[src/lpd_pkg.sv]
// ----------------------------------------------------------------------------
// lpd_pkg
// Types and constants of the length-prefix deframer.
// ----------------------------------------------------------------------------
package lpd_pkg;

    localparam int LEN_W  = 32;
    localparam int BYTE_W = 8;

    typedef logic [LEN_W-1:0]  len_t;
    typedef logic [BYTE_W-1:0] byte_t;

    localparam len_t MAX_LEN_RESET = len_t'(32'h0100_0000);
    localparam logic [1:0] HDR_LAST = 2'd3;

    typedef enum logic [1:0] {
        KIND_PAYLOAD = 2'd0,
        KIND_EMPTY   = 2'd1,
        KIND_ERROR   = 2'd2
    } kind_t;

    typedef struct packed {
        byte_t rx_byte;
        logic  chunk_end;
    } lpd_item_t;

    typedef struct packed {
        kind_t kind;
        byte_t payload_byte;
        logic  first_of_frame;
        logic  last_of_frame;
        len_t  frame_length;
    } lpd_result_t;

endpackage

[src/lpd_in_if.sv]
// ----------------------------------------------------------------------------
// lpd_in_if
// Byte stream channel: one received byte and its chunk-end mark.
// ----------------------------------------------------------------------------
interface lpd_in_if;
    import lpd_pkg::*;

    logic  valid;
    logic  ready;
    byte_t rx_byte;
    logic  chunk_end;

    modport source (output valid, output rx_byte, output chunk_end, input ready);
    modport sink   (input valid, input rx_byte, input chunk_end, output ready);
endinterface

[src/lpd_out_if.sv]
// ----------------------------------------------------------------------------
// lpd_out_if
// Result channel: payload bytes, empty-frame and oversize-error results.
// ----------------------------------------------------------------------------
interface lpd_out_if;
    import lpd_pkg::*;

    logic  valid;
    logic  ready;
    kind_t kind;
    byte_t payload_byte;
    logic  first_of_frame;
    logic  last_of_frame;
    len_t  frame_length;

    modport source (
        output valid, output kind, output payload_byte, output first_of_frame,
        output last_of_frame, output frame_length, input ready
    );
    modport sink (
        input valid, input kind, input payload_byte, input first_of_frame,
        input last_of_frame, input frame_length, output ready
    );
endinterface

[src/lpd_in_stage.sv]
// ----------------------------------------------------------------------------
// lpd_in_stage
// Input register: holds one byte transaction until the parser takes it.
// ----------------------------------------------------------------------------
module lpd_in_stage (
    input  logic               clk,
    input  logic               rst_n,
    lpd_in_if.sink             in_ch,
    input  logic               take,
    output logic               item_valid,
    output lpd_pkg::lpd_item_t item
);
    import lpd_pkg::*;

    logic      valid_reg;
    logic      valid_next;
    lpd_item_t item_reg;
    logic      accept;

    assign in_ch.ready = !valid_reg || take;
    assign accept      = in_ch.valid && in_ch.ready;

    always_comb
    begin
        valid_next = valid_reg;
        if (accept)
            valid_next = 1'b1;
        else if (take)
            valid_next = 1'b0;
    end

    always_ff @(posedge clk or negedge rst_n)
    begin
        if (!rst_n)
            valid_reg <= 1'b0;
        else
            valid_reg <= valid_next;
    end

    always_ff @(posedge clk)
    begin
        if (accept)
        begin
            item_reg.rx_byte   <= in_ch.rx_byte;
            item_reg.chunk_end <= in_ch.chunk_end;
        end
    end

    assign item_valid = valid_reg;
    assign item       = item_reg;
endmodule

[src/lpd_parser.sv]
// ----------------------------------------------------------------------------
// lpd_parser
// Frame state and per-byte decision: header assembly, payload cut-through,
// empty frames, oversize error and discard to chunk end.
// ----------------------------------------------------------------------------
module lpd_parser (
    input  logic                 clk,
    input  logic                 rst_n,
    input  logic                 fire,
    input  lpd_pkg::lpd_item_t   item,
    input  lpd_pkg::len_t        max_len,
    output logic                 res_valid,
    output lpd_pkg::lpd_result_t res
);
    import lpd_pkg::*;

    logic [1:0] hdr_cnt_reg,   hdr_cnt_next;
    len_t       acc_reg,       acc_next;
    len_t       remain_reg,    remain_next;
    logic       in_payload_reg, in_payload_next;
    logic       discard_reg,   discard_next;
    logic       start_reg,     start_next;
    len_t       hdr_len;
    logic       last;

    assign hdr_len = {acc_reg[LEN_W-BYTE_W-1:0], item.rx_byte};
    assign last    = (remain_reg[LEN_W-1:1] == '0);

    always_comb
    begin
        hdr_cnt_next    = hdr_cnt_reg;
        acc_next        = acc_reg;
        remain_next     = remain_reg;
        in_payload_next = in_payload_reg;
        discard_next    = discard_reg;
        start_next      = start_reg;
        res_valid       = 1'b0;
        res.kind           = KIND_PAYLOAD;
        res.payload_byte   = '0;
        res.first_of_frame = 1'b0;
        res.last_of_frame  = 1'b0;
        res.frame_length   = acc_reg;

        if (discard_reg)
        begin
            if (item.chunk_end)
            begin
                discard_next = 1'b0;
                hdr_cnt_next = '0;
                acc_next     = '0;
            end
        end
        else if (in_payload_reg)
        begin
            res_valid          = 1'b1;
            res.payload_byte   = item.rx_byte;
            res.first_of_frame = start_reg;
            res.last_of_frame  = last;
            start_next         = 1'b0;
            if (last)
            begin
                remain_next     = '0;
                in_payload_next = 1'b0;
                start_next      = 1'b1;
                hdr_cnt_next    = '0;
            end
            else
                remain_next = remain_reg - len_t'(1);
        end
        else if (hdr_cnt_reg != HDR_LAST)
        begin
            acc_next     = hdr_len;
            hdr_cnt_next = hdr_cnt_reg + 2'd1;
        end
        else
        begin
            hdr_cnt_next = '0;
            start_next   = 1'b1;
            if (hdr_len > max_len)
            begin
                res_valid        = 1'b1;
                res.kind         = KIND_ERROR;
                res.frame_length = hdr_len;
                discard_next     = !item.chunk_end;
                acc_next         = '0;
            end
            else if (hdr_len == '0)
            begin
                res_valid          = 1'b1;
                res.kind           = KIND_EMPTY;
                res.first_of_frame = 1'b1;
                res.last_of_frame  = 1'b1;
                res.frame_length   = '0;
                acc_next           = '0;
            end
            else
            begin
                acc_next        = hdr_len;
                remain_next     = hdr_len;
                in_payload_next = 1'b1;
            end
        end
    end

    always_ff @(posedge clk or negedge rst_n)
    begin
        if (!rst_n)
        begin
            hdr_cnt_reg    <= '0;
            acc_reg        <= '0;
            remain_reg     <= '0;
            in_payload_reg <= 1'b0;
            discard_reg    <= 1'b0;
            start_reg      <= 1'b1;
        end
        else if (fire)
        begin
            hdr_cnt_reg    <= hdr_cnt_next;
            acc_reg        <= acc_next;
            remain_reg     <= remain_next;
            in_payload_reg <= in_payload_next;
            discard_reg    <= discard_next;
            start_reg      <= start_next;
        end
    end
endmodule

[src/lpd_out_stage.sv]
// ----------------------------------------------------------------------------
// lpd_out_stage
// Result register driving the output channel.
// ----------------------------------------------------------------------------
module lpd_out_stage (
    input  logic                 clk,
    input  logic                 rst_n,
    input  logic                 load,
    input  lpd_pkg::lpd_result_t res,
    output logic                 can_accept,
    lpd_out_if.source            out_ch
);
    import lpd_pkg::*;

    logic        valid_reg;
    logic        valid_next;
    lpd_result_t res_reg;

    assign can_accept = !valid_reg || out_ch.ready;

    always_comb
    begin
        valid_next = valid_reg;
        if (load)
            valid_next = 1'b1;
        else if (out_ch.ready)
            valid_next = 1'b0;
    end

    always_ff @(posedge clk or negedge rst_n)
    begin
        if (!rst_n)
            valid_reg <= 1'b0;
        else
            valid_reg <= valid_next;
    end

    always_ff @(posedge clk)
    begin
        if (load)
            res_reg <= res;
    end

    assign out_ch.valid          = valid_reg;
    assign out_ch.kind           = res_reg.kind;
    assign out_ch.payload_byte   = res_reg.payload_byte;
    assign out_ch.first_of_frame = res_reg.first_of_frame;
    assign out_ch.last_of_frame  = res_reg.last_of_frame;
    assign out_ch.frame_length   = res_reg.frame_length;
endmodule

[src/length_prefix_deframer_core.sv]
// ----------------------------------------------------------------------------
// length_prefix_deframer_core
// Splits a byte stream of 4-byte big-endian length headers and payloads.
// ----------------------------------------------------------------------------
// in_ch carries one byte per transaction plus a chunk-end mark. out_ch carries
// one result per payload byte (with first/last marks and the frame length),
// one per zero-length header, and one per oversize header. Header bytes and
// bytes dropped after an oversize header up to the chunk end give no result.
// Throughput is one byte per cycle while out_ch does not stall: the input
// register, the parser logic and the result register each take a new byte.
// A byte passes the input register, the parser logic, then the result register.
// When out_ch stalls with a result waiting, the parser and the result register
// hold; in_ch.ready stays high only while the input register is empty, so at
// most one more byte is taken until the result is taken.
// The user writes max_payload_len through cfg_we/cfg_wdata only while idle;
// the block does not enforce this. It is compared at each completed header.
// Reset clears both stages, returns the parser to header search and sets
// max_payload_len to 16 MiB.
// ----------------------------------------------------------------------------
module length_prefix_deframer_core (
    input  logic          clk,
    input  logic          rst_n,
    lpd_in_if.sink        in_ch,
    lpd_out_if.source     out_ch,
    input  logic          cfg_we,
    input  lpd_pkg::len_t cfg_wdata
);
    import lpd_pkg::*;

    len_t        max_len_reg;
    logic        item_valid;
    lpd_item_t   item;
    logic        fire;
    logic        can_accept;
    logic        res_valid;
    lpd_result_t res;

    always_ff @(posedge clk or negedge rst_n)
    begin
        if (!rst_n)
            max_len_reg <= MAX_LEN_RESET;
        else if (cfg_we)
            max_len_reg <= cfg_wdata;
    end

    assign fire = item_valid && can_accept;

    lpd_in_stage u_in_stage (
        .clk        (clk),
        .rst_n      (rst_n),
        .in_ch      (in_ch),
        .take       (fire),
        .item_valid (item_valid),
        .item       (item)
    );

    lpd_parser u_parser (
        .clk       (clk),
        .rst_n     (rst_n),
        .fire      (fire),
        .item      (item),
        .max_len   (max_len_reg),
        .res_valid (res_valid),
        .res       (res)
    );

    lpd_out_stage u_out_stage (
        .clk        (clk),
        .rst_n      (rst_n),
        .load       (fire && res_valid),
        .res        (res),
        .can_accept (can_accept),
        .out_ch     (out_ch)
    );
endmodule

[src/flat_wrapper.sv]
// flat-port wrapper written by rule: the top's interface ports become plain ports
module length_prefix_deframer_core_flat import lpd_pkg::*;
  (clk, rst_n, cfg_we, cfg_wdata, in_ch_valid, in_ch_rx_byte, in_ch_chunk_end, in_ch_ready, out_ch_valid, out_ch_kind, out_ch_payload_byte, out_ch_first_of_frame, out_ch_last_of_frame, out_ch_frame_length, out_ch_ready);
  lpd_in_if in_ch_i ();
  lpd_out_if out_ch_i ();
  input  logic clk;
  input  logic rst_n;
  input  logic cfg_we;
  input  lpd_pkg::len_t cfg_wdata;
  input wire logic [$bits(in_ch_i.valid)-1:0] in_ch_valid;
  input wire logic [$bits(in_ch_i.rx_byte)-1:0] in_ch_rx_byte;
  input wire logic [$bits(in_ch_i.chunk_end)-1:0] in_ch_chunk_end;
  output wire logic [$bits(in_ch_i.ready)-1:0] in_ch_ready;
  output wire logic [$bits(out_ch_i.valid)-1:0] out_ch_valid;
  output wire logic [$bits(out_ch_i.kind)-1:0] out_ch_kind;
  output wire logic [$bits(out_ch_i.payload_byte)-1:0] out_ch_payload_byte;
  output wire logic [$bits(out_ch_i.first_of_frame)-1:0] out_ch_first_of_frame;
  output wire logic [$bits(out_ch_i.last_of_frame)-1:0] out_ch_last_of_frame;
  output wire logic [$bits(out_ch_i.frame_length)-1:0] out_ch_frame_length;
  input wire logic [$bits(out_ch_i.ready)-1:0] out_ch_ready;
  assign in_ch_i.valid = in_ch_valid;
  assign in_ch_i.rx_byte = in_ch_rx_byte;
  assign in_ch_i.chunk_end = in_ch_chunk_end;
  assign in_ch_ready = in_ch_i.ready;
  assign out_ch_valid = out_ch_i.valid;
  assign out_ch_kind = out_ch_i.kind;
  assign out_ch_payload_byte = out_ch_i.payload_byte;
  assign out_ch_first_of_frame = out_ch_i.first_of_frame;
  assign out_ch_last_of_frame = out_ch_i.last_of_frame;
  assign out_ch_frame_length = out_ch_i.frame_length;
  assign out_ch_i.ready = out_ch_ready;
  length_prefix_deframer_core u_core (.clk(clk), .rst_n(rst_n), .in_ch(in_ch_i), .out_ch(out_ch_i), .cfg_we(cfg_we), .cfg_wdata(cfg_wdata));
endmodule
[config.mk]
export PLATFORM = sky130hd
export DESIGN_NAME = length_prefix_deframer_core_flat
export DESIGN_NICKNAME = d
export VERILOG_FILES = /design/src/lpd_pkg.sv /design/src/lpd_in_if.sv /design/src/lpd_out_if.sv /design/src/lpd_in_stage.sv /design/src/lpd_parser.sv /design/src/lpd_out_stage.sv /design/src/length_prefix_deframer_core.sv /design/src/flat_wrapper.sv
export SDC_FILE = /design/constraint.sdc
export NUM_CORES = 1
export LEC_CHECK = 0
export ABC_AREA = 1
export BUFFER_PORTS_ARGS = -buffer_cell sky130_fd_sc_hd__buf_2
export CAP_MARGIN = 20
export CORE_MARGIN = 2
export CORE_UTILIZATION = 55
export CTS_BUF_LIST = sky130_fd_sc_hd__clkbuf_8
export CTS_CLUSTER_SIZE = 12
export DETAILED_ROUTE_END_ITERATION = 6
export PLACE_DENSITY_LB_ADDON = 0.25
export SLEW_MARGIN = 25
export SYNTH_ARGS = -nofsm -noshare
export SYNTH_HDL_FRONTEND = slang
export SYNTH_SLANG_ARGS = --single-unit
[constraint.sdc]
create_clock -name clk -period 3.15 [get_ports clk]
set_clock_uncertainty 0.2 [all_clocks]
set_input_delay 0.63 -clock clk [delete_from_list [all_inputs] [get_ports clk]]
set_output_delay 0.63 -clock clk [all_outputs]
set_load 0.005 [all_outputs]
======== Yosys cells after proc, flatten, opt, wreduce, memory -nomap -nowiden ========
Index checks and enable logic that the tools add are counted.
storage, ports and cells
  output and inout port bits .............. 46
  flip-flop bits (word level) ............. 156
  logic and storage cells ................. 96
operators by class
  add/subtract/negate cells ............... 2
  muxes and demuxes ....................... 47
  eq/ne operators ......................... 7
  bitwise operators ....................... 2
  $lt $le $gt $ge ......................... 1
  reductions and logical operators ........ 20
operator list
  kind                     count
  $mux W32                 14
  $mux W34                 2
  $gt A32 B32 Y1           1
  $logic_not A32 Y1        1
  $sub A32 B1 Y32 const B  1
  $logic_not A31 Y1        1
  $mux W1                  23
  $mux W2                  8
  $reduce_and A3 Y1        3
  $ne A2 B2 Y1 const B     4
  $reduce_and A5 Y1        1
  $ne A2 B1 Y1 const B     2
  $reduce_bool A2 Y1       2
  $reduce_or A4 Y1         1
  $logic_and A1 B1 Y1      3
  $logic_not A1 Y1         3
  $ne A3 B1 Y1 const B     1
  $reduce_or A3 Y1         1
  $add A2 B1 Y2 const B    1
  $logic_or A1 B1 Y1       2
  $not A1 Y1               2
  $reduce_and A2 Y1        1
  $reduce_or A2 Y1         1

======== Logic depth before layout (Yosys ltp) ========
Gate-level depths: netlist of run 1.
  word-level depth ........................ 8
  gate-level depth with buffers ........... 20
  mapped depth without buffers ............ 19

======== Cells and area by module ========
A second synthesis of run 1 with hierarchy kept.
unflattened totals
  cell total of the unflattened synthesis .. 1016
  area, all modules ....................... 8465.6 um^2
modules (own cells, without submodules)
  module                       instances  cells each  area each (um^2)
  lpd_parser                   1          812         5475.3
  lpd_out_stage                1          49          1366.3
  length_prefix_deframer_core  1          140         1308.8
  lpd_in_stage                 1          15          315.3

======== Worst setup path before layout of run 1 ========
OpenSTA, ideal clock, no wires.
  kind .................................... reg-to-reg
  start point ............................. register u_core.u_parser.acc_reg[15]
  end point ............................... register u_core.u_out_stage.res_reg, in the netlist u_core.u_out_stage.out_ch.first_of_frame, enable pin
  path slack .............................. 0.096 ns
  arrival ................................. 2.455 ns
  path buffers ............................ 0
  clock period less this slack ............ 3.054 ns
  stages on the path, launching flop included .. 14
  path through ............................ dfrtp_1 -> ha_1 -> nand2_1 -> nor2_1 -> nand4_1 -> nor2_1 -> nand2_1 -> nand2_1 -> nand2_2 -> nand2_4 -> nand2_1 -> nand2_1 -> nand2_1 -> inv_1
between the ends
  cells in the longest elaborated chain, start to end .. 7
  elaborated cells between the ends (all ways) .. 8
ends and longest elaborated chain
  item                                                                    RTL line                           RTL
  start, declared                                                         lpd_parser.sv:18                   len_t acc_reg, acc_next;
  start signal, assigned                                                  lpd_parser.sv:119                  acc_reg <= acc_next;
  parallel branches: the longest is 2 deep, another holds $gt A32 B32 Y1  n/a
  $mux W1 (*)                                                             lpd_parser.sv:79                   if (hdr_len > max_len)
  $mux W1 (*)                                                             lpd_parser.sv:70                   else if (hdr_cnt_reg != HDR_LAST)
  $mux W1 (*)                                                             lpd_parser.sv:53                   else if (in_payload_reg)
  $mux W1 (*)                                                             lpd_parser.sv:44                   if (discard_reg)
  $logic_and A1 B1 Y1 (*)                                                 length_prefix_deframer_core.sv:70  .load (fire && res_valid),
  named net u_core.u_out_stage.load                                       lpd_out_stage.sv:8                 input logic load,
  end signal, assigned                                                    lpd_out_stage.sv:41                res_reg <= res;
  end, declared                                                           lpd_out_stage.sv:17                lpd_result_t res_reg;
Mark *: on every way through the listed nets, which the timed path passes.
A chain may end at the register's enable or synchronous reset.

======== Worst setup path after layout of run 1 ========
  start point ............................. register u_core.u_parser.acc_reg[23]
  end point ............................... register u_core.u_out_stage.res_reg, in the netlist u_core.u_out_stage.out_ch.payload_byte[6], enable pin
Same word-level chain as after synthesis.

==> results.toml, run 1 <==
[sta]
finalMaxSlewViolations = 0
whs_ps = -6.990
max_slew.worst_pin.slew_ps = 742.8
fin_crit_ps = 2791
rsz0062_at_grt = "false"
relSlewSlack_pct = 50.48
setup-violations-final = 0
fin_crit_sh_pct = 88.61
setup-tns-final_ps = 0
max_freq_mhz = 358.3
hold_violations = 5

[critical_path]
worstPathRequired_ps = 3120
critical_path_arrival_ps = 2760
timing.rr.start = "u_core.u_parser.acc_reg[23]"
setup.worst_path.end = "u_core.u_out_stage.out_ch.payload_byte[6]"
end_kind = "flip-flop"
cp-start-kind = "flip-flop"
crit_type = "flip-flop to flip-flop"
r2r_end = "u_core.u_out_stage.out_ch.payload_byte[6]"
r2r_setup_slack_ps = 360
path_max_fanout = 19
rr_worst_depth = 14
startpoint = "u_core.u_parser.acc_reg[23]"

[power]
p_switching_mw = 3.867
power_density_mw_per_mm2 = 933.2
peakVddDrop_v = 0.0003523
combPwrFrac_pct = 44.5
p_sw_share_pct = 44.18
internal_power_mw = 4.887
leakage_nw = 4.690
p_clk_share_pct = 17.1
seqPwrFrac_pct = 38.4

[clock_tree]
holdBufCountCts = 0
cts.reportedPaths.clkPinSlew_ps = 90
cts_tree = "done"
postCtsSetupBuffers = 0
cts_max_level = 4
clock_sinks = 156
cts_made_buffers = 17
clock_path_buffers = 2
cts_resized = 0
cts-root-buf = "clkbuf_8"
clock_latency_ps = 480

[logic_synthesis]
ys_seq_elements = 156
netlist_top_cells_count = "308 x nand2_1, 101 x dfrtp_1, 100 x inv_1"
synthAdderAreaFrac_pct = 5.180
synthArstFlopShare_pct = 66.03
yosysTopAreaCell = "dfrtp_1"
seq_area_frac_synth_pct = 50.79
synth-edff-count = 53
synth_top_flop_cell = "dfrtp_1"
yosysWarnings = 0
synth_xor_area_share_pct = 1.920
yosysMostFrequentCell = "nand2_1"
synth_cells = 982
ys_top_cells_by_area = "dfrtp_1 31%, edfxtp_1 19%, nand2_1 14%"
synth_top_family_by_area = "simple AND/OR/NAND/NOR gates"
synth-compound-area-share_pct = 8.151
syn_area_mm2 = 0.008213
ys_types = 37
netlist.area_leader.share_pct = 30.77
syn_nets = 1062
synth.avg_cell_area_um2 = 8.363
synth_mux_area_share_pct = 0.1371
synthSimpleGateAreaFrac_pct = 26.66

[place]
gp_congestion = 0.9558
dp_hpwl_mm = 15.83
io_buffers = 91

[outcome]
failed_checks = "hold timing"
status = "finished, violations left"

[finish]
antennaDiodeCount = 0
drive_gt1_share_pct = 17.18
area_growth_pct = 14.21
fill_cells = 1219
multi_input_area_mm2 = 0.003456
register_area_mm2 = 0.004172
final_nets = 1167

[route]
postRouteAntennaNets = 0
vias = 6940
routed_wl_mm = 21.68
drtIter0Drc = 797
drt_pass1_iterations = 5
drt-vias-per-instance = 5.405
drt_drc_violations_left = 0
wl_per_cell_um = 16.88

[floorplan]
ios = 92
die_area_mm2 = 0.01593
fp.dieW_um = 126.2
placementRows = 44
core_area_mm2 = 0.01459
die_h_um = 126.2
start_util_pct = 56.30

[grt]
antenna_found_initial = 0
grt_pass1_wl_mm = 34.92
grt_pass1_vias = 6618
grt_usage_pct = 28.40
grt_start_max_net_pins = 54
grt-ovfl-total = 0

[job]
maxCapViolCount = 0

[worst_hold_path]
hp-class = "input pin to async pin"
-- metal layers --
layer / GRT usage, % / up-vias / share of wire (%)
met1: 40.43 / 3194 / 45
met4: 10.54 / 0 / 3.1
li1: - / 3414 / -
met5: 0 / - / 0
met3: 6.839 / 49 / 7.8
met2: 42.63 / 283 / 44
-- power groups by stage --
stage	registers, mW	logic [mW]	clock network, mW
2_1_floorplan	3.33	2.44	0
3_3_place_gp	3.37	3.79	0
3_5_place_dp	3.39	3.83	0
4_1_cts	3.35	3.85	1.52
5_1_grt	3.43	4.35	1.60
6_report	3.36	3.90	1.50
-- cell usage in the layout, fill, tap and decap left out, types with 3 or more instances in the layout --
master,netlist,routed
a21oi_1,15,15
buf_12,0,4
buf_2,11,90
buf_4,5,29
clkbuf_8,0,17
dfrtp_1,101,101
edfxtp_1,53,53
ha_1,34,34
inv_1,100,100
inv_2,3,3
inv_6,0,5
inv_8,0,3
nand2_1,308,308
nand2_2,3,3
nand3_1,83,83
nand4_1,10,10
nor2_1,80,79
nor2_2,6,7
nor2_4,3,3
nor3_1,4,4
nor4_1,8,8
o21ai_0,58,58
o21ai_1,11,11
o21ai_2,10,10
o22ai_1,21,21
xnor2_1,5,5
xor2_1,13,13
-- layout make-up --
cell class / instances / share of cell area, %
Sequential cell: 156 / 44.47
Multi-Input combinational cell: 686 / 36.84
Timing Repair Buffer: 123 / 7.977
Inverter: 103 / 4.122
Clock buffer: 17 / 2.494
Tap cell: 184 / 2.454
Clock inverter: 15 / 1.641
-- critical path, stage by stage (launching register included) --
cell and delay [ps]:
dfrtp_1 470, ha_1 340, nand2_1 70, nor2_1 140
nand2_1 90, nor2_1 180, nand2_1 70, nand2_1 70
nand2_2 120, nand2_4 150, nand2_1 60, nand2_1 50
nand2_1 80, inv_1 120, buf_4 270
-- worst min path at each step --
stage | depth (start not counted) | to | startpoint
after floorplan | 0 | u_core.max_len_reg[0] | rst_n
after global placement | 2 | u_core.u_parser.acc_reg[26] | u_core.u_parser.acc_reg[26]
after detailed placement | 2 | u_core.u_parser.acc_reg[26] | u_core.u_parser.acc_reg[26]
after CTS | 1 | u_core.u_parser.hdr_cnt_reg[0] | rst_n
after global routing | 1 | u_core.u_parser.hdr_cnt_reg[0] | rst_n
final | 1 | u_core.u_in_stage.item_valid | rst_n
-- stage by stage --
| step | worst slack [ps] | instance area (um2) | cells | util (%) | power, mW |
|---|---|---|---|---|---|
| floorplan | 96.28 | 8213 | 982 | - | 5.770 |
| global placement | 424.0 | 8992 | 1252 | 61.64 | 7.159 |
| detailed placement | 388.5 | 8992 | 1252 | 61.64 | 7.214 |
| CTS | 372.6 | 9380 | 1284 | 64.30 | 8.714 |
| global route | 168.7 | 9380 | 1284 | 64.30 | 9.378 |
| finish | 358.9 | 9380 | 1284 | 64.30 | 8.754 |
-- cell families (layout without fill, tap and decap cells) --
kind of cell / after synthesis / count (layout)
buffers and inverters: 140 / 258
adders and majority gates: 34 / 34
muxes: 1 / 1
AOI/OAI and AO/OA: 119 / 119
DFF: 156 / 156
and+or+nand+nor: 514 / 514
xor gates and xnor gates: 18 / 18
Note: power is estimated with default switching activity, not from simulation.
==> run 2, diff against run 1 <==
--- a/config.mk
+++ b/config.mk
@@ -15,4 +15,6 @@
 export DETAILED_ROUTE_END_ITERATION = 6
 export PLACE_DENSITY_LB_ADDON = 0.25
+export RECOVER_POWER = 50
+export SETUP_SLACK_MARGIN = 0.1
 export SLEW_MARGIN = 25
 export SYNTH_ARGS = -nofsm -noshare
==> constraint.sdc (replaced) <==
create_clock -name clk -period 3.15 [get_ports clk]
set_clock_uncertainty 0.2 [all_clocks]
set_input_delay 0.63 -clock clk [delete_from_list [all_inputs] [get_ports clk]]
set_output_delay 0.63 -clock clk [all_outputs]
set_load 0.01 [all_outputs]
==> run 2 against run 1 <==
The flow finishes with violations (DRC); power grew 1.1%; cell area decreased by 0.40%; largest power group unchanged; cell count decreased by 0.16%; sequential share of layout area rose by 0.18 points; sequential power is 1% higher; non-clock buffer count shrank 2; critical path type unchanged; critical path depth is 1 higher; fmax is 1.3% higher; highest routed layer unchanged; combinational power is 1% higher; flip-flop and latch count unchanged; register-to-register slack gained 40 ps.
==> results.toml, run 2 (same netlist as run 1, synthesis figures left out) <==
[outcome]
status = "finished, violations left"
failed_checks = "DRC"

[floorplan]
fp.dieW_um = 126.2
placementRows = 44
ios = 92
start_util_pct = 56.30
die_h_um = 126.2
die_area_mm2 = 0.01593
core_area_mm2 = 0.01459

[critical_path]
startpoint = "u_core.u_parser.acc_reg[7]"
worstPathRequired_ps = 3150
critical_path_arrival_ps = 2760
r2r_setup_slack_ps = 400
timing.rr.start = "u_core.u_parser.acc_reg[7]"
cp-start-kind = "flip-flop"
crit_type = "flip-flop to flip-flop"
end_kind = "flip-flop"
path_max_fanout = 13

[finish]
final_cell_mix = "308 x nand2_1, 101 x dfrtp_1, 99 x inv_1"
final_nets = 1165
register_area_mm2 = 0.004172
area_growth_pct = 13.76
layout_commonest_cell = "nand2_1"
fill_cells = 1274
final_core_util_pct = 64.04
drive_gt1_share_pct = 15.30
fin_cells = 1282
multi_input_area_mm2 = 0.003456
antennaDiodeCount = 0

[grt]
antenna_found_initial = 0
grt_usage_pct = 29.05
grt_pass1_wl_mm = 35.65
grt_pass1_vias = 6635
grt-ovfl-total = 0
grt_start_max_net_pins = 48

[clock_tree]
cts-root-buf = "clkbuf_8"
postCtsSetupBuffers = 0
cts.reportedPaths.clkPinSlew_ps = 90
cts_tree = "done"
cts_made_buffers = 17
cts_max_level = 4
clock_latency_ps = 480
clock_path_buffers = 2
clock_sinks = 156
holdBufCountCts = 0
cts_resized = 0

[sta]
fin_crit_ps = 2755
max_slew.worst_pin.slew_ps = 1348
relSlewSlack_pct = 10.16
finalMaxSlewViolations = 0
hold_violations = 0
setup-violations-final = 0
rsz0062_at_grt = "false"
fin_crit_sh_pct = 87.45
max_freq_mhz = 363.0
setup-tns-final_ps = 0
setup_ws_ps = 395.4

[power]
leakage_nw = 4.618
p_sw_share_pct = 45.06
combPwrFrac_pct = 44.6
total_power_mw = 8.849
p_switching_mw = 3.988
power_density_mw_per_mm2 = 947.2
p_clk_share_pct = 17.0
peakVddDrop_v = 0.0004936
seqPwrFrac_pct = 38.4
internal_power_mw = 4.861

[worst_hold_path]
hp-class = "input pin to flip-flop"
hold_start = "in_ch_rx_byte[5]"

[route]
drt-vias-per-instance = 5.574
drtIter0Drc = 666
vias = 7146
drt_pass1_iterations = 7
wl_per_cell_um = 17.47
routed_wl_mm = 22.40
postRouteAntennaNets = 0
drt_drc_violations_left = 4

[place]
gp_congestion = 0.9815
place_ws_ps = 396.4
dp_hpwl_mm = 16.05
io_buffers = 91
dp_cells = 1250

[job]
maxCapViolCount = 0
==> run 2: cell types whose count changed in the layout (fill, tap and decap cells not counted), moves of 4 or more <==
cell	before	now
buf_4	29	23
clkbuf_1	0	19
clkinvlp_4	1	5
buf_2	90	72
==> run 2: through the flow <==
step,hold slack (ps),instance area [um2]
floorplan,134.4,8217
global placement,262.4,8994
detailed placement,266.1,8994
CTS,23.09,9383
global route,104.3,9343
finish,123.0,9343
==> run 2: path summary, 6_finish.rpt <==
kind                                                              endpoint  depth (start not counted)
worst min register to register                 u_core.u_parser.acc_reg[25]                          2
worst max register to register  u_core.u_out_stage.out_ch.frame_length[31]                         15
worst max-delay path            u_core.u_out_stage.out_ch.frame_length[31]                         15
min in group asynchronous                   u_core.u_parser.hdr_cnt_reg[1]                          1
max in group asynchronous                           u_core.max_len_reg[28]                          2
worst min-delay path                             u_core.u_in_stage.item[6]                          1
==> run 2: per-layer routing <==
layer | wire length, um | global-route usage (%)
met1 | 9437 | 41.19
met2 | 10130 | 43.74
met3 | 2066 | 5.650
met4 | 761 | 12.86
met5 | 0 | 0
==> run 2: layout make-up <==
cell class	count	share of cell area, %
Tap cell	184	2.464
Sequential cell	156	44.65
Inverter	103	4.178
Timing Repair Buffer	121	7.553
Clock inverter	15	1.661
Multi-Input combinational cell	686	36.99
Clock buffer	17	2.504
==> run 2: critical path: stages (launching register included) <==
cell	delay, ps
dfrtp_1	480
ha_1	350
nand2_1	70
inv_2	50
nand3_1	80
nor2_1	170
nand2_1	80
nand2_1	60
nand2_1	40
nand2_1	70
nand2_2	110
nand2_4	150
nand2_2	200
buf_4	220
nand2_1	60
o21ai_0	110
==> run 2: power by group through the flow <==
stage | logic [mW] | registers (mW) | clock network (mW)
final | 3.95 | 3.40 | 1.51
after global routing | 4.38 | 3.46 | 1.60
after CTS | 3.92 | 3.38 | 1.52
after detailed placement | 3.90 | 3.41 | 0
after global placement | 3.83 | 3.40 | 0
after floorplan | 2.45 | 3.42 | 0
==> run 3, diff against run 2 <==
Settings changed: BUFFER_PORTS_ARGS -buffer_cell sky130_fd_sc_hd__buf_2 to -buffer_cell sky130_fd_sc_hd__buf_4, CORE_MARGIN 2 to 8.
==> run 3 against run 2 <==
The flow finishes with violations (capacitance limit, slew limit); flip-flop and latch count unchanged; count of clock-buffer cells in the layout unchanged; fmax down 2.9%; core utilization up 1.1 points; highest routed layer unchanged.
==> results.toml, run 3 (same netlist as run 1, synthesis figures left out) <==
[sta]
finalMaxSlewViolations = 64
setup-violations-final = 0
hold_violations = 0
max_freq_mhz = 352.6
max_slew.worst_pin.slew_ps = 1936
fin_crit_sh_pct = 90.03
setup-tns-final_ps = 0
relSlewSlack_pct = -29.08
rsz0062_at_grt = "false"
fin_crit_ps = 2836

[route]
drt_drc_violations_left = 0
drt_pass1_iterations = 5
drtIter0Drc = 646
wl_per_cell_um = 17.37
vias = 7095
drt-vias-per-instance = 5.552
routed_wl_mm = 22.19
postRouteAntennaNets = 0

[grt]
use_met2_pct = 34.55
grtUsageMet1_pct = 32.27
grt-ovfl-total = 0
grt_pass1_wl_mm = 35.89
grt_start_max_net_pins = 64
use_met3_pct = 5.753
top_usage_layer = "met2"
grt_usage_pct = 23.36
grt_pass1_vias = 6778
antenna_found_initial = 0

[power]
total_power_mw = 8.940
leakage_nw = 4.663
power_density_mw_per_mm2 = 940.2
peakVddDrop_v = 0.0003627

[finish]
drive_gt1_share_pct = 15.17
area_growth_pct = 15.77
final_area_mm2 = 0.009508
antennaDiodeCount = 0
fill_cells = 1249
final_core_util_pct = 65.17
final_cell_mix = "308 x nand2_1, 101 x dfrtp_1, 99 x inv_1"
layout_commonest_cell = "nand2_1"
final_nets = 1161
fin_cells = 1278

[floorplan]
start_util_pct = 56.30
core_area_mm2 = 0.01459
die_area_mm2 = 0.01910
ios = 92
placementRows = 44
fp.dieW_um = 138.2
die_h_um = 138.2

[clock_tree]
cts_tree = "done"
clock_path_buffers = 2
clock_sinks = 156
cts_max_level = 4
clock_latency_ps = 480
cts_made_buffers = 17
cts-root-buf = "clkbuf_8"
cts.reportedPaths.clkPinSlew_ps = 90
postCtsSetupBuffers = 0

[place]
gp_congestion = 0.9957
dp_hpwl_mm = 16.17
io_buffers = 91
place_area_mm2 = 0.009156
dp_cells = 1245

[job]
maxCapViolCount = 1

[critical_path]
rr_worst_depth = 16
cp-start-kind = "flip-flop"
critical_path_arrival_ps = 2800
timing.rr.start = "u_core.u_parser.acc_reg[7]"
path_max_fanout = 19
crit_type = "flip-flop to flip-flop"
end_kind = "flip-flop"
r2r_end = "u_core.u_out_stage.out_ch.payload_byte[0]"
worstPathRequired_ps = 3110
r2r_setup_slack_ps = 310

[outcome]
failed_checks = "capacitance limit, slew limit"
status = "finished, violations left"

[worst_hold_path]
hp-class = "input pin to flip-flop"
hold_path_end = "u_core.u_in_stage.item[5]"
hold_path_depth = 1
hold_start = "in_ch_rx_byte[4]"
run 3: per-layer routing:
metal	wire length, um	vias to the layer above	share of wire [%]
met2	9957	364	45
met3	1876	46	8.5
met5	0	-	0
met4	545	0	2.5
met1	9813	3286	44
li1	-	3399	-
run 3: timing repair:
item | in CTS | in global routing
endpoints found under the setup margin | 0 | 25
hold buffers | 1 | 0
hold endpoints to repair | 8 | 0
resized for setup | 0 | 1
run 3: worst max path at each step:
stage,start,endpoint,depth (start not counted)
finish,u_core.u_parser.acc_reg[7],u_core.u_out_stage.out_ch.payload_byte[0],16
global route,u_core.u_parser.acc_reg[7],u_core.u_out_stage.out_ch.payload_byte[3],16
CTS,u_core.u_in_stage.item[8],u_core.u_out_stage.out_ch.frame_length[16],16
detailed placement,u_core.u_parser.acc_reg[7],u_core.u_out_stage.out_ch.frame_length[16],16
global placement,u_core.u_parser.acc_reg[23],u_core.u_out_stage.out_ch.frame_length[24],14
floorplan,u_core.u_parser.acc_reg[15],u_core.u_out_stage.out_ch.first_of_frame,12
run 3: worst max-delay path, cell delays in order (launching register included):
cell and delay, ps:
dfrtp_1 480, ha_1 340, nand2_1 70, inv_2 50
nand3_1 70, nor2_1 180, nand2_1 70, nand2_1 60
nand2_1 50, nand2_1 70, nand2_2 120, nand2_4 150
nand2_1 80, nand2_1 70, nand2_1 110, clkinvlp_4 100
buf_4 250
run 3: final cells by class:
| class | count | area (um2) | area share [%] |
|---|---|---|---|
| clock buffer | 17 | 234.0 | 2.461 |
| clock inverter | 15 | 181.4 | 1.908 |
| inverter | 103 | 390.4 | 4.106 |
| multi-input combinational | 686 | 3456 | 36.35 |
| sequential | 156 | 4172 | 43.87 |
| tap | 184 | 230.2 | 2.421 |
| timing repair buffer | 117 | 844.6 | 8.883 |
run 3: report_power, final:
| part | internal (mW) | switching (mW) | leakage, nW |
|---|---|---|---|
| Sequential | 2.87 | 0.530 | 1.82 |
| Combinational | 1.39 | 2.58 | 2.64 |
| Clock | 0.732 | 0.840 | 0.204 |
run 3: metrics by stage:
step	hold slack, ps	setup slack, ps
global placement	265.0	415.9
global route	112.8	122.0
detailed placement	270.7	327.1
floorplan	134.4	283.4
CTS	97.70	289.6
finish	146.1	314.1
